[config.mk]
export PLATFORM = sky130hd
export DESIGN_NAME = stream_substring_replace_flat
export DESIGN_NICKNAME = d
export VERILOG_FILES = /design/src/ssr_pkg.sv /design/src/ssr_if.sv /design/src/stream_substring_replace.sv /design/src/ssr_cell.sv /design/src/ssr_window.sv /design/src/flat_wrapper.sv
export SDC_FILE = /design/constraint.sdc
export NUM_CORES = 1
export LEC_CHECK = 0
export BUFFER_PORTS_ARGS = -buffer_cell sky130_fd_sc_hd__buf_2
export CORE_ASPECT_RATIO = 1.5
export CORE_MARGIN = 5
export CORE_UTILIZATION = 50
export DETAILED_ROUTE_END_ITERATION = 6
export GPL_ROUTABILITY_DRIVEN = 1
export PLACE_DENSITY = 0.66
export SYNTH_ARGS = -nofsm -noshare
export SYNTH_HDL_FRONTEND = slang
export SYNTH_SLANG_ARGS = --single-unit
[constraint.sdc]
create_clock -name clk -period 3.6 [get_ports clk]
set_input_delay 0.18 -clock clk [delete_from_list [all_inputs] [get_ports clk]]
set_output_delay 0.18 -clock clk [all_outputs]
set_load 0.02 [all_outputs]
[src/ssr_pkg.sv]
// ----------------------------------------------------------------------------
// ssr_pkg
// Shared constants and types of the streaming substring replace block.
// ----------------------------------------------------------------------------
package ssr_pkg;

	localparam int MAX_PATTERN     = 8;
	localparam int MAX_REPLACEMENT = 8;
	localparam int WIN_DEPTH       = MAX_PATTERN;
	localparam int BYTE_W          = 8;
	localparam int CNT_W           = $clog2(WIN_DEPTH + 1);
	localparam int REP_CNT_W       = $clog2(MAX_REPLACEMENT + 1);
	localparam int REP_IDX_W       = (MAX_REPLACEMENT > 1) ? $clog2(MAX_REPLACEMENT) : 1;
	localparam int PAT_W           = MAX_PATTERN * BYTE_W;
	localparam int REP_W           = MAX_REPLACEMENT * BYTE_W;
	localparam int CFG_IDX_W       = 3;
	localparam int CFG_DATA_W      = 64;
	localparam int LEN_W           = 4;

	// configuration register indexes
	localparam logic [CFG_IDX_W-1:0] REG_PATTERN_BYTES      = 3'd0;
	localparam logic [CFG_IDX_W-1:0] REG_PATTERN_LENGTH     = 3'd1;
	localparam logic [CFG_IDX_W-1:0] REG_REPLACEMENT_BYTES  = 3'd2;
	localparam logic [CFG_IDX_W-1:0] REG_REPLACEMENT_LENGTH = 3'd3;

	typedef logic [BYTE_W-1:0] byte_t;

	// control from the sequencer to the row of window cells
	typedef struct packed {
		logic             load;
		logic             shift;
		logic [CNT_W-1:0] count;
	} win_ctl_t;

	// status from the row back to the sequencer
	typedef struct packed {
		byte_t front;
		logic  prefix_ok;
	} win_sts_t;

endpackage

[src/ssr_if.sv]
// ----------------------------------------------------------------------------
// ssr_in_if / ssr_out_if
// Valid/ready channels for text words in and rewritten words out.
// ----------------------------------------------------------------------------
interface ssr_in_if;
	logic          valid;
	logic          ready;
	ssr_pkg::byte_t text_byte;
	logic          end_of_text;

	modport source (output valid, output text_byte, output end_of_text, input ready);
	modport sink   (input valid, input text_byte, input end_of_text, output ready);
endinterface

interface ssr_out_if;
	logic          valid;
	logic          ready;
	ssr_pkg::byte_t out_byte;
	logic          byte_valid;
	logic          last_of_run;
	logic          text_done;
	logic          match_seen;

	modport source (output valid, output out_byte, output byte_valid, output last_of_run,
		output text_done, output match_seen, input ready);
	modport sink   (input valid, input out_byte, input byte_valid, input last_of_run,
		input text_done, input match_seen, output ready);
endinterface

[src/stream_substring_replace.sv]
// ----------------------------------------------------------------------------
// stream_substring_replace
// Streaming search and replace of a short pattern over a byte stream.
// ----------------------------------------------------------------------------
// Text words enter on the text channel (valid/ready), one byte each, with
// end_of_text on the final byte. Rewritten words leave on the rewritten
// channel; every word carries last_of_run on the final word caused by one
// input byte, and text_done plus match_seen on the final word of a text.
// A final byte that leaves nothing to emit yields one bare end marker
// (byte_valid low). Registers are written through cfg_we/cfg_index/cfg_data
// between texts; the user must keep to this, the block does not enforce it.
// One byte is handled at a time. While a byte is in the block, the cell row
// releases or flushes one pending byte per cycle and the replacement is read
// out one byte per cycle into a single-word holding stage, whenever that
// stage is empty or the output register can take its word. The holding
// stage passes each word on to the output register that drives the channel.
// A stalled receiver holds the output register and the holding stage; the
// sequencer waits and text.ready stays low until the run is complete.
// Reset clears the window count, match flag, sequencer and registers to
// pattern length 1, replacement length 0 and zero bytes.
// ----------------------------------------------------------------------------
module stream_substring_replace (
	input  logic                         clk,
	input  logic                         arst_n,
	input  logic                         cfg_we,
	input  logic [ssr_pkg::CFG_IDX_W-1:0] cfg_index,
	input  logic [ssr_pkg::CFG_DATA_W-1:0] cfg_data,
	ssr_in_if.sink                       text,
	ssr_out_if.source                    rewritten
);

	typedef enum logic [4:0] {
		ST_IDLE = 5'b00001,
		ST_SCAN = 5'b00010,
		ST_REPL = 5'b00100,
		ST_TAIL = 5'b01000,
		ST_FIN  = 5'b10000
	} state_t;

	state_t state_q, state_d;

	logic [ssr_pkg::PAT_W-1:0] pat_bytes_q;
	logic [ssr_pkg::LEN_W-1:0] pat_len_q;
	logic [ssr_pkg::REP_W-1:0] rep_bytes_q;
	logic [ssr_pkg::LEN_W-1:0] rep_len_q;

	logic [ssr_pkg::CNT_W-1:0]     count_q, count_d, plen;
	logic [ssr_pkg::REP_CNT_W-1:0] rlen;
	logic [ssr_pkg::REP_IDX_W-1:0] rep_idx_q, rep_idx_d;
	logic                          any_match_q, eot_q;

	ssr_pkg::byte_t hold_q, push_byte;
	logic           hold_v_q;

	ssr_pkg::byte_t out_byte_q;
	logic           out_v_q, bv_q, last_q, done_q, match_q;

	logic out_free, can_push, push, shift, set_match, fin_fire, accept, full, pre;

	ssr_pkg::win_ctl_t win_ctl;
	ssr_pkg::win_sts_t win_sts;

	// configuration
	always_ff @(posedge clk or negedge arst_n) begin
		if (!arst_n) begin
			pat_bytes_q <= '0;
			pat_len_q   <= ssr_pkg::LEN_W'(1);
			rep_bytes_q <= '0;
			rep_len_q   <= '0;
		end else if (cfg_we) begin
			case (cfg_index)
				ssr_pkg::REG_PATTERN_BYTES:      pat_bytes_q <= cfg_data[ssr_pkg::PAT_W-1:0];
				ssr_pkg::REG_PATTERN_LENGTH:     pat_len_q   <= cfg_data[ssr_pkg::LEN_W-1:0];
				ssr_pkg::REG_REPLACEMENT_BYTES:  rep_bytes_q <= cfg_data[ssr_pkg::REP_W-1:0];
				ssr_pkg::REG_REPLACEMENT_LENGTH: rep_len_q   <= cfg_data[ssr_pkg::LEN_W-1:0];
				default: ;
			endcase
		end
	end

	// effective lengths: empty pattern counts as one byte, both saturate
	always_comb begin
		if (pat_len_q == '0) begin
			plen = ssr_pkg::CNT_W'(1);
		end else if (pat_len_q > ssr_pkg::LEN_W'(ssr_pkg::MAX_PATTERN)) begin
			plen = ssr_pkg::CNT_W'(ssr_pkg::MAX_PATTERN);
		end else begin
			plen = ssr_pkg::CNT_W'(pat_len_q);
		end
		if (rep_len_q > ssr_pkg::LEN_W'(ssr_pkg::MAX_REPLACEMENT)) begin
			rlen = ssr_pkg::REP_CNT_W'(ssr_pkg::MAX_REPLACEMENT);
		end else begin
			rlen = ssr_pkg::REP_CNT_W'(rep_len_q);
		end
	end

	assign accept     = text.valid && text.ready;
	assign text.ready = (state_q == ST_IDLE);

	assign win_ctl.load  = accept;
	assign win_ctl.shift = shift;
	assign win_ctl.count = count_q;

	ssr_window u_window (
		.clk       (clk),
		.ctl       (win_ctl),
		.load_byte (text.text_byte),
		.pattern   (pat_bytes_q),
		.sts       (win_sts)
	);

	assign full     = (count_q == plen) && win_sts.prefix_ok;
	assign pre      = (count_q < plen) && win_sts.prefix_ok;
	assign out_free = !out_v_q || rewritten.ready;
	assign can_push = !hold_v_q || out_free;

	always_comb begin
		state_d   = state_q;
		count_d   = count_q;
		rep_idx_d = rep_idx_q;
		push      = 1'b0;
		push_byte = win_sts.front;
		shift     = 1'b0;
		set_match = 1'b0;
		fin_fire  = 1'b0;
		case (state_q)
			ST_IDLE: begin
				if (accept) begin
					count_d = count_q + ssr_pkg::CNT_W'(1);
					state_d = ST_SCAN;
				end
			end
			ST_SCAN: begin
				if (full) begin
					set_match = 1'b1;
					count_d   = '0;
					rep_idx_d = '0;
					state_d   = (rlen == '0) ? ST_TAIL : ST_REPL;
				end else if (pre) begin
					state_d = ST_TAIL;
				end else if (can_push) begin
					// release the front byte
					push    = 1'b1;
					shift   = 1'b1;
					count_d = count_q - ssr_pkg::CNT_W'(1);
				end
			end
			ST_REPL: begin
				push_byte = rep_bytes_q[{rep_idx_q, 3'b000} +: ssr_pkg::BYTE_W];
				if (can_push) begin
					push      = 1'b1;
					rep_idx_d = rep_idx_q + ssr_pkg::REP_IDX_W'(1);
					if (ssr_pkg::REP_CNT_W'(rep_idx_q) == rlen - ssr_pkg::REP_CNT_W'(1)) begin
						state_d = ST_TAIL;
					end
				end
			end
			ST_TAIL: begin
				if (eot_q && (count_q != '0)) begin
					// flush the window at end of text
					if (can_push) begin
						push    = 1'b1;
						shift   = 1'b1;
						count_d = count_q - ssr_pkg::CNT_W'(1);
					end
				end else begin
					state_d = ST_FIN;
				end
			end
			ST_FIN: begin
				if (!(hold_v_q || eot_q)) begin
					state_d = ST_IDLE;
				end else if (out_free) begin
					fin_fire = 1'b1;
					state_d  = ST_IDLE;
				end
			end
			default: begin
				state_d = ST_IDLE;
			end
		endcase
	end

	always_ff @(posedge clk or negedge arst_n) begin
		if (!arst_n) begin
			state_q     <= ST_IDLE;
			count_q     <= '0;
			rep_idx_q   <= '0;
			any_match_q <= 1'b0;
			eot_q       <= 1'b0;
			hold_v_q    <= 1'b0;
			out_v_q     <= 1'b0;
		end else begin
			state_q   <= state_d;
			count_q   <= count_d;
			rep_idx_q <= rep_idx_d;
			if (accept) begin
				eot_q <= text.end_of_text;
			end
			if (set_match) begin
				any_match_q <= 1'b1;
			end else if (fin_fire && eot_q) begin
				any_match_q <= 1'b0;
			end
			if (push) begin
				hold_v_q <= 1'b1;
			end else if (fin_fire) begin
				hold_v_q <= 1'b0;
			end
			if ((push && hold_v_q) || fin_fire) begin
				out_v_q <= 1'b1;
			end else if (rewritten.ready) begin
				out_v_q <= 1'b0;
			end
		end
	end

	// payload of the holding stage and the output register
	always_ff @(posedge clk) begin
		if (push) begin
			hold_q <= push_byte;
		end
		if (push && hold_v_q) begin
			out_byte_q <= hold_q;
			bv_q       <= 1'b1;
			last_q     <= 1'b0;
			done_q     <= 1'b0;
			match_q    <= 1'b0;
		end else if (fin_fire) begin
			// final word of the run, or a bare end marker
			out_byte_q <= hold_v_q ? hold_q : '0;
			bv_q       <= hold_v_q;
			last_q     <= 1'b1;
			done_q     <= eot_q;
			match_q    <= eot_q && any_match_q;
		end
	end

	assign rewritten.valid       = out_v_q;
	assign rewritten.out_byte    = out_byte_q;
	assign rewritten.byte_valid  = bv_q;
	assign rewritten.last_of_run = last_q;
	assign rewritten.text_done   = done_q;
	assign rewritten.match_seen  = match_q;

	a_idle_count: assert property (@(posedge clk) disable iff (!arst_n)
		(state_q == ST_IDLE) |-> (count_q < ssr_pkg::CNT_W'(ssr_pkg::WIN_DEPTH)))
		else $error("window full while waiting for a byte");

	a_idle_hold: assert property (@(posedge clk) disable iff (!arst_n)
		(state_q == ST_IDLE) |-> !hold_v_q)
		else $error("word left in holding stage after run");

	a_end_clears: assert property (@(posedge clk) disable iff (!arst_n)
		(fin_fire && eot_q) |=> (!any_match_q && (count_q == '0)))
		else $error("state not cleared at end of text");

	a_push_room: assert property (@(posedge clk) disable iff (!arst_n)
		(push && hold_v_q) |-> out_free)
		else $error("held word pushed over a stalled output");

endmodule

[src/ssr_cell.sv]
// ----------------------------------------------------------------------------
// ssr_cell
// One byte of the pending window: loads, shifts towards the front and
// extends the prefix-match chain with its own comparison.
// ----------------------------------------------------------------------------
module ssr_cell (
	input  logic           clk,
	input  logic           load,
	input  logic           shift,
	input  logic           active,
	input  ssr_pkg::byte_t load_byte,
	input  ssr_pkg::byte_t next_byte,
	input  ssr_pkg::byte_t pat_byte,
	input  logic           ok_in,
	output ssr_pkg::byte_t data,
	output logic           ok_out
);

	ssr_pkg::byte_t data_q;

	always_ff @(posedge clk) begin
		if (load) begin
			data_q <= load_byte;
		end else if (shift) begin
			data_q <= next_byte;
		end
	end

	assign data   = data_q;
	// cells past the fill level do not take part in the compare
	assign ok_out = ok_in & (~active | (data_q == pat_byte));

endmodule

[src/ssr_window.sv]
// ----------------------------------------------------------------------------
// ssr_window
// Row of window cells; cell 0 is the front of the pending window.
// ----------------------------------------------------------------------------
module ssr_window (
	input  logic                    clk,
	input  ssr_pkg::win_ctl_t       ctl,
	input  ssr_pkg::byte_t          load_byte,
	input  logic [ssr_pkg::PAT_W-1:0] pattern,
	output ssr_pkg::win_sts_t       sts
);

	ssr_pkg::byte_t cell_data [ssr_pkg::WIN_DEPTH];
	logic [ssr_pkg::WIN_DEPTH:0] ok_chain;

	assign ok_chain[0] = 1'b1;

	for (genvar i = 0; i < ssr_pkg::WIN_DEPTH; i++) begin : g_cell
		ssr_pkg::byte_t next_byte;

		if (i == ssr_pkg::WIN_DEPTH - 1) begin : g_tail
			assign next_byte = '0;
		end else begin : g_mid
			assign next_byte = cell_data[i+1];
		end

		ssr_cell u_cell (
			.clk       (clk),
			.load      (ctl.load && (ctl.count == ssr_pkg::CNT_W'(i))),
			.shift     (ctl.shift),
			.active    (ctl.count > ssr_pkg::CNT_W'(i)),
			.load_byte (load_byte),
			.next_byte (next_byte),
			.pat_byte  (pattern[i*ssr_pkg::BYTE_W +: ssr_pkg::BYTE_W]),
			.ok_in     (ok_chain[i]),
			.data      (cell_data[i]),
			.ok_out    (ok_chain[i+1])
		);
	end

	assign sts.front     = cell_data[0];
	assign sts.prefix_ok = ok_chain[ssr_pkg::WIN_DEPTH];

endmodule

[src/flat_wrapper.sv]
// flat-port wrapper written by rule: the top's interface ports become plain ports
module stream_substring_replace_flat 
  (clk, arst_n, cfg_we, cfg_index, cfg_data, text_valid, text_text_byte, text_end_of_text, text_ready, rewritten_valid, rewritten_out_byte, rewritten_byte_valid, rewritten_last_of_run, rewritten_text_done, rewritten_match_seen, rewritten_ready);
  ssr_in_if text_i ();
  ssr_out_if rewritten_i ();
  input  logic clk;
  input  logic arst_n;
  input  logic cfg_we;
  input  logic [ssr_pkg::CFG_IDX_W-1:0] cfg_index;
  input  logic [ssr_pkg::CFG_DATA_W-1:0] cfg_data;
  input wire logic [$bits(text_i.valid)-1:0] text_valid;
  input wire logic [$bits(text_i.text_byte)-1:0] text_text_byte;
  input wire logic [$bits(text_i.end_of_text)-1:0] text_end_of_text;
  output wire logic [$bits(text_i.ready)-1:0] text_ready;
  output wire logic [$bits(rewritten_i.valid)-1:0] rewritten_valid;
  output wire logic [$bits(rewritten_i.out_byte)-1:0] rewritten_out_byte;
  output wire logic [$bits(rewritten_i.byte_valid)-1:0] rewritten_byte_valid;
  output wire logic [$bits(rewritten_i.last_of_run)-1:0] rewritten_last_of_run;
  output wire logic [$bits(rewritten_i.text_done)-1:0] rewritten_text_done;
  output wire logic [$bits(rewritten_i.match_seen)-1:0] rewritten_match_seen;
  input wire logic [$bits(rewritten_i.ready)-1:0] rewritten_ready;
  assign text_i.valid = text_valid;
  assign text_i.text_byte = text_text_byte;
  assign text_i.end_of_text = text_end_of_text;
  assign text_ready = text_i.ready;
  assign rewritten_valid = rewritten_i.valid;
  assign rewritten_out_byte = rewritten_i.out_byte;
  assign rewritten_byte_valid = rewritten_i.byte_valid;
  assign rewritten_last_of_run = rewritten_i.last_of_run;
  assign rewritten_text_done = rewritten_i.text_done;
  assign rewritten_match_seen = rewritten_i.match_seen;
  assign rewritten_i.ready = rewritten_ready;
  stream_substring_replace u_core (.clk(clk), .arst_n(arst_n), .cfg_we(cfg_we), .cfg_index(cfg_index), .cfg_data(cfg_data), .text(text_i), .rewritten(rewritten_i));
endmodule
==> qor.csv <==
stage,metric,value,unit
run_status,status,completed,
cells_and_area,diodes,0,
power_and_ir_drop,switching_power,2.33,mW
synthesis,ys_ff_latch,236,
synthesis,synth.largest_area_cell,dfrtp_1,
clocking,cts-root-buf,clkbuf_16,
timing,whs,21.6,ps
power_and_ir_drop,clkPwrFrac,0.325,
clocking,cts_tree,done,
worst_setup_path,crit_fanout,9,
global_route,grt_pass1_vias,7660,
synthesis,synth-simple-area-share,0.0718,
drt,firstDrtPassIters,5,
drt,route.detailed.wl_per_inst,22.9,um
synthesis,synth.most_common_cell,mux2_2,
worst_setup_path,endpoint_kind,register,
cells_and_area,nNetsFinal,1045,
synthesis,synth_edf_count,80,
cells_and_area,instances_no_fill,1243,
synthesis,async_reset_ff_frac,0.644,
floorplan,initial_core_util,0.510,
cells_and_area,area_delta_synth_final,20.9,%
synthesis,syn_inst,787,
synthesis,synthFlopType,dfrtp_1,
worst_setup_path,crit_required,3750,ps
timing,grt_setup_unrepaired,yes,
placed_design,gp_congestion,0.922,
job,drv_cap,0,
global_route,grt_max_degree,100,
timing,fin_crit,3460,ps
placed_design,port_buffers,94,
clocking,cts_buffer_depth,3,
cells_and_area,drive_above_1_share,0.381,
synthesis,synthTopCellsByCount,"176 x mux2_2, 150 x dfrtp_1, 80 x edfxtp_1",
timing,fmax,0.289,GHz
timing,worst_slew_pin_slew,936,ps
floorplan,die_x,132,um
timing,fin_setup_tns,0,ps
power_and_ir_drop,power_frac_seq,0.461,
synthesis,synth_top_family_by_area,multiplexers,
timing,final_max_slew_viol_count,0,
power_and_ir_drop,p_total,8.22,mW
clocking,clk_latency,520,ps
power_and_ir_drop,p_comb_frac,0.214,
floorplan,die_area,25400,um2
synthesis,syn-num-nets,879,
worst_setup_path,rr_worst_depth,9,
drt,ant_nets,0,
cells_and_area,seqCellArea,6290,um2
synthesis,seq_area_frac_synth,0.566,
clocking,cts_num_sinks,236,
timing,fin_skew,16.4,ps
timing,hold_viol_final,0,
power_and_ir_drop,sw_frac_of_total,0.283,
synthesis,synth_xor_area_frac,0.0528,
power_and_ir_drop,leakage,5.54,nW
synthesis,netlist_area,11100,um2
placed_design,place_inst,1135,
clocking,htree_num_levels,1,
global_route,grt-ovfl-total,0,
hold_path,min_from,cfg_data[0],
cells_and_area,post-route-util,0.616,
synthesis,synth_top_area_frac,0.338,
drt,dr.first_iter.drc_count,409,
cells_and_area,multiInputGateArea,4680,um2
floorplan,die_h,193,um
placed_design,dpl.hpwl,21300,um
synthesis,syn-mean-instance-area,14.1,um2
synthesis,ys_types,73,
power_and_ir_drop,ir_drop,0.485,mV
synthesis,yosys-top-cells-area,"dfrtp_1 34%, edfxtp_1 22%, mux2_2 18%, xor2_1 4.5%, mux4_2 3.2%",
drt,viasPerCell,5.74,
drt,wirelength,28500,um
clocking,postCtsSetupRepairBufs,0,
power_and_ir_drop,p_int,5.89,mW
floorplan,fp.coreArea,21800,um2
timing,finalCritPeriodShare,0.962,
drt,drc_errors,0,
hold_path,min_to,u_core.rep_bytes_q[0],
synthesis,synthMuxAreaShare,0.237,
worst_setup_path,reg2reg_setup_slack,140,ps
floorplan,io_pins,95,
global_route,grt_pass1_wl,44400,um
clocking,numCtsBuffers,24,
worst_setup_path,start_kind,register,
hold_path,min_path_type,in2reg,
worst_setup_path,r2r-start,u_core.count_q[0],
hold_path,holdPathStages,2,
global_route,track_usage,0.227,
floorplan,rows,66,
synthesis,yosys.area_share.adder,0.0124,
drt,via_count,7130,
global_route,antenna_found_initial,1,
power_and_ir_drop,power_density,612,nW/um2
worst_setup_path,timing.rr.end,u_core.u_window.g_cell[2].u_cell.data[1],
clocking,path_clk_slew,60,ps
worst_setup_path,cp.arrival,3610,ps
timing,setup_viol,0,
worst_setup_path,critical_path_class,reg2reg,
synthesis,synth_compound_area_frac,0.0448,
timing,slew_headroom,0.376,
synthesis,yosysWarnings,0,
cells_and_area,n_fill_cell,1725,
==> logic make-up (layout without fill, tap and decap cells) <==
kind of cell | count (synthesis) | in the layout
simple gates | 144 | 144
fa+ha+maj | 11 | 11
buf+inv | 39 | 223
xor+xnor | 67 | 67
compound gates | 74 | 74
mux | 216 | 216
flops | 236 | 236
==> area by class of cell <==
class	count	area share
Sequential cell	236	0.468
Multi-Input combinational cell	512	0.349
Timing Repair Buffer	171	0.0913
Clock buffer	36	0.0558
Tap cell	272	0.0253
Clock inverter	8	0.00875
Inverter	8	0.00233
==> cells in the final DEF (no fill, tap or decap), types with 4 or more instances in the layout <==
master / Yosys / routed
mux2i_1: 8 / 8
mux2_1: 8 / 8
mux2_4: 8 / 8
buf_2: 2 / 93
nand2_1: 43 / 43
nor2_1: 21 / 20
edfxtp_1: 80 / 80
nor4_1: 12 / 10
dfrtp_1: 150 / 150
dfxtp_1: 4 / 4
o21ai_1: 6 / 6
and3_1: 11 / 11
xor2_1: 57 / 57
nor3_1: 4 / 4
inv_1: 7 / 7
o21ai_0: 19 / 19
clkbuf_8: 0 / 4
clkbuf_16: 0 / 27
xnor2_1: 10 / 10
nand3_1: 8 / 8
ha_1: 11 / 11
a21oi_1: 17 / 17
buf_4: 2 / 12
nand4_1: 5 / 5
nor4_2: 2 / 4
mux2_2: 176 / 176
mux4_2: 16 / 16
clkbuf_1: 21 / 5
and2_1: 11 / 11
dlygate4sd3_1: 0 / 64
nand2b_1: 4 / 4
==> worst max-delay path: stages (launching register included) <==
cell and delay [ps]:
dfrtp_1 480, inv_1 140, ha_1 230, o21ai_0 260, a21boi_0 320, nor4_2 110, and3_1 220, a41o_1 300
or2_2 420, o21ai_1 610
==> metrics by stage <==
step	setup WS (ps)	area, um2
final	136	13400
after global routing	-46.1	13400
after CTS	84.1	13400
after detailed placement	124	11900
after global placement	196	11900
after floorplan	705	11100
==> how the worst max path moves through the flow <==
stage                                              from                                  endpoint  slack, ps  cells after the start
3_3_place_gp                          u_core.count_q[0]  u_core.u_window.g_cell[2].u_cell.data[4]        200                      9
2_1_floorplan                         u_core.count_q[1]  u_core.u_window.g_cell[7].u_cell.data[0]        700                     11
6_report                              u_core.count_q[0]  u_core.u_window.g_cell[2].u_cell.data[1]        140                      9
4_1_cts        u_core.u_window.g_cell[4].u_cell.data[5]  u_core.u_window.g_cell[0].u_cell.data[6]         80                      8
5_1_grt                               u_core.count_q[0]  u_core.u_window.g_cell[0].u_cell.data[7]        -50                      9
3_5_place_dp                          u_core.count_q[0]  u_core.u_window.g_cell[7].u_cell.data[3]        120                      9
==> routing by layer <==
layer  vias up  wire length (um)  track usage
li1       3238                 -            -
met1      3613             10400        0.255
met2       198             15200        0.415
met3        79              1220       0.0331
met4         2              1690        0.121
met5         -                13            0
==> state kept, by name (all words and copies together) (netlist names) <==
| signal | count |
|---|---|
| u_core.any_match_q | 1 |
| u_core.count_q | 4 |
| u_core.eot_q | 1 |
| u_core.hold_q | 8 |
| u_core.hold_v_q | 1 |
| u_core.pat_bytes_q | 64 |
| u_core.pat_len_q | 4 |
| u_core.rep_bytes_q | 64 |
| u_core.rep_idx_q | 3 |
| u_core.rep_len_q | 4 |
| u_core.rewritten.byte_valid | 1 |
| u_core.rewritten.last_of_run | 1 |
| u_core.rewritten.match_seen | 1 |
| u_core.rewritten.out_byte | 8 |
| u_core.rewritten.text_done | 1 |
| u_core.rewritten.valid | 1 |
| u_core.state_q | 5 |
| u_core.u_window.g_cell.u_cell.data | 64 |
==> power groups by stage <==
stage	clock [mW]	combinational, mW	sequential [mW]
floorplan	0	1.22	3.68
global placement	0	1.63	3.81
detailed placement	0	1.69	3.84
CTS	2.72	1.75	3.79
global route	2.84	1.92	3.84
finish	2.67	1.76	3.79
==> what timing repair did <==
| action | 4_1_cts | 5_1_grt |
|---|---|---|
| setup endpoints to repair | 0 | 64 |
| hold buffers | 64 | 0 |
| resized for setup | 0 | 4 |
| hold endpoints to repair | 221 | 0 |
(Power assumes the default switching activity.)
